<file path="config.mk">
export PLATFORM = sky130hd
export DESIGN_NAME = edd_kernel
export DESIGN_NICKNAME = d
export VERILOG_FILES = /design/src/design/edd_pkg.sv /design/src/design/edd_kernel.sv
export SDC_FILE = /design/constraint.sdc
export NUM_CORES = 1
export LEC_CHECK = 0
export ABC_AREA = 1
export BUFFER_PORTS_ARGS = -buffer_cell sky130_fd_sc_hd__clkbuf_2
export CAP_MARGIN = 20
export CORE_ASPECT_RATIO = 0.75
export CORE_UTILIZATION = 46
export DETAILED_ROUTE_END_ITERATION = 10
export PLACE_DENSITY = 0.7
export SETUP_SLACK_MARGIN = 0.05
export SYNTH_ARGS = -nofsm -noshare
export SYNTH_HDL_FRONTEND = slang
export SYNTH_SLANG_ARGS = --single-unit
</file>
<file path="constraint.sdc">
create_clock -name vclk -period 14.5
set_input_delay 2.9 -clock vclk [all_inputs]
set_output_delay 2.9 -clock vclk [all_outputs]
set_load 0.05 [all_outputs]
</file>
<file path="src/design/edd_pkg.sv">
// Shared constants, types and saturation helper for the error diffusion dither.
package edd_pkg;

	localparam int MaxWidthDefault = 1024;
	localparam int LwWidth = 11;
	localparam int ThrWidth = 12;
	localparam int CfgDataWidth = 12;
	localparam int ErrWidth = 16;
	localparam int WideWidth = 20;

	localparam logic [LwWidth-1:0] LwReset = 11'd1024;
	localparam logic [ThrWidth-1:0] ThrReset = 12'd2040;
	localparam logic signed [WideWidth-1:0] WhiteLevel = 20'sd4080;

	localparam logic REG_LINE_WIDTH = 1'b0;
	localparam logic REG_THRESHOLD = 1'b1;

	typedef logic signed [ErrWidth-1:0] err_t;

	typedef struct packed {
		logic dot;
		err_t e7;
		err_t e3;
		err_t e5;
		err_t e1;
	} edd_share_t;

	function automatic err_t sat16(input logic signed [WideWidth-1:0] v);
		if (v > 20'sd32767) begin
			return 16'sh7fff;
		end else if (v < -20'sd32768) begin
			return 16'sh8000;
		end else begin
			return v[ErrWidth-1:0];
		end
	endfunction

endpackage

</file>
<file path="src/design/edd_kernel.sv">
// Decision and error split for one pixel: adds diffused error, thresholds, weights the residue.
module edd_kernel (
	input  logic [7:0]                    pixel,
	input  edd_pkg::err_t                 right_in,
	input  edd_pkg::err_t                 above_in,
	input  logic                          use_above,
	input  logic [edd_pkg::ThrWidth-1:0]  threshold,
	output edd_pkg::edd_share_t           share
);
	import edd_pkg::*;

	err_t sum1;
	err_t sum2;
	logic signed [WideWidth-1:0] thr_w;
	logic signed [WideWidth-1:0] err_w;
	logic signed [WideWidth-1:0] m7;
	logic signed [WideWidth-1:0] m3;
	logic signed [WideWidth-1:0] m5;
	logic signed [WideWidth-1:0] s7;
	logic signed [WideWidth-1:0] s3;
	logic signed [WideWidth-1:0] s5;
	logic signed [WideWidth-1:0] s1;
	logic dot;

	assign sum1 = sat16($signed({8'd0, pixel, 4'd0}) + WideWidth'(right_in));
	assign sum2 = use_above ? sat16(WideWidth'(sum1) + WideWidth'(above_in)) : sum1;
	assign thr_w = $signed({8'd0, threshold});
	assign dot = WideWidth'(sum2) > thr_w;
	assign err_w = WideWidth'(sum2) - (dot ? WhiteLevel : '0);

	assign m7 = (err_w <<< 3) - err_w;
	assign m3 = (err_w <<< 1) + err_w;
	assign m5 = (err_w <<< 2) + err_w;
	assign s7 = m7 >>> 4;
	assign s3 = m3 >>> 4;
	assign s5 = m5 >>> 4;
	assign s1 = err_w >>> 4;

	assign share.dot = dot;
	assign share.e7 = s7[ErrWidth-1:0];
	assign share.e3 = s3[ErrWidth-1:0];
	assign share.e5 = s5[ErrWidth-1:0];
	assign share.e1 = s1[ErrWidth-1:0];

endmodule

</file>
==> qor.csv <==
metric,value,unit
status,finished clean,
end_kind,primary output,
die-area,11100,µm²
fp.coreArea,10300,µm²
cts_hold_buf,0,
initial_core_util,0.476,
area_delta_synth_final,19.3,%
place.gp.congestion,0.954,
antenna_found_initial,0,
grt_max_degree,16,
cpPeakStageDelay,0.41,ns
grt_pass1_vias,4819,
worstPathArrival,10.89,ns
timing.max_cap.violations,0,
drt_wl_total,14400,µm
antennaDiodeCount,0,
die_w,121,µm
wire_per_inst,13.2,µm
die_h,91.5,µm
grt-ovfl-total,0,
n_fill_cell,1064,
timing.fmax,72.5,MHz
first_pass_iters,5,
fin_nets,1096,
drc,0,
syn-cell-area,4910,µm²
yosys_warnings,0,
grtUsageTotal,0.253,
crit_top_cell,nand2_1,
grt_pass1_wl,23300,µm
design.seq.count,0,
synth_cell_types,45,
final_common_cell,nand2_1,
post-route-period-util,0.951,
period_needed,13.79,ns
yosysSeqAreaShare,0,
synth_cells,836,
post-dp-hpwl,12300,µm
regArea,0,µm²
syn_nets,975,
ant_nets,0,
fp-row-count,32,
cp_slowest_cell,ha_2,
hold_path.class,in2out,
setup_violations,0,
drive_gt1_frac,0.220,
cp-start-kind,input pin,
initialDrtViolationCount,511,
relSlewSlack,0.518,
cp_max_fo,12,
final_util,0.568,
clock_buffers,0,
rsz0062_at_grt,false,
io_buffers,118,
worst_pin_slew,0.718,ns
report.final.slew_viol_count,0,
hold_viol,0,
route.vias.total,5656,
required,11.60,ns
avgSynthCellArea,5.88,µm²
num_io_pins,118,
mostFrequentLayoutCells,"nand2_1 (240), clkbuf_2 (114), inv_1 (102)",
path_class,in2out,
vias_per_cell,5.18,
tns,0,ns
## through the flow
step | hold WS [ns] | std cells | area [µm²] | setup slack, ns
floorplan | 6.31 | 836 | 4930 | 0.290
global placement | 6.67 | 1086 | 5710 | 0.376
detailed placement | 6.66 | 1086 | 5710 | 0.236
CTS | 6.66 | 1086 | 5710 | 0.190
global route | 6.69 | 1091 | 5870 | 0.0110
finish | 6.61 | 1091 | 5870 | 0.715
## cell families (layout without fill, tap and decap cells)
logic type	count (synthesis)	count (layout)	synth area share
simple gates	402	402	0.366
compound gates	158	158	0.189
buf+inv	125	244	0.103
fa+ha+maj	86	86	0.224
xor+xnor	65	65	0.119
## area by class of cell
type / instances / area (µm²) / area share
timing repair buffer: 130 / 728 / 0.124
tap: 136 / 170 / 0.0290
multi-input combinational: 711 / 4540 / 0.774
inverter: 114 / 428 / 0.0730
## path summary, 6_finish.rpt
path,startpoint,end,slack (ns),cells after the start
setup / recovery,pixel[0],share[63],0.71,52
hold / removal,right_in[0],share[63],6.61,8
## cells in the mapped netlist, types with 3 or more instances
library cell / number / area, µm²
a21o_1: 5 / 37.5
a21oi_1: 82 / 410
a21oi_2: 5 / 43.8
a31oi_1: 5 / 31.3
buf_4: 8 / 60.1
fa_1: 3 / 60.1
ha_1: 83 / 1040
inv_1: 105 / 394
inv_2: 9 / 33.8
nand2_1: 243 / 912
nand2_2: 18 / 113
nand2_4: 4 / 45.0
nand3_1: 51 / 255
nand3_2: 5 / 50.1
nand3b_1: 4 / 30.0
nand4_1: 8 / 50.1
nor2_1: 50 / 188
nor2_2: 4 / 25.0
nor3_1: 3 / 15.0
o21a_1: 5 / 37.5
o21ai_0: 29 / 145
o21ai_1: 10 / 50.1
o21ai_2: 3 / 26.3
o21bai_1: 4 / 30.0
xnor2_1: 20 / 175
xor2_1: 43 / 377
## timing repair
action                                  4_1_cts  5_1_grt
setup buffers                                 0        5
gates resized for setup                       0       31
endpoints found under the setup margin        0       22
## metal layers
layer / GRT usage / wire length [µm] / vias to the layer above / share of wire
met2: 0.359 / 5440 / 212 / 0.38
met5: 0 / 0 / - / 0
li1: - / - / 2987 / -
met1: 0.426 / 7930 / 2457 / 0.55
met3: 0.00942 / 987 / 0 / 0.069
met4: 0.00309 / 0 / 0 / 0
## worst max-delay path: cells and delay by family
family	cells	cell delay (ns)
adder cells (fa/ha/maj)	6	1.98
AO/OA/AOI/OAI	16	2.71
AND/OR/NAND/NOR	19	2.12
buffers and inverters	11	1.16
Power is left out: the tool's default activity adds up to more than one toggle a clock period on the data nets, which glitch-free logic cannot reach.
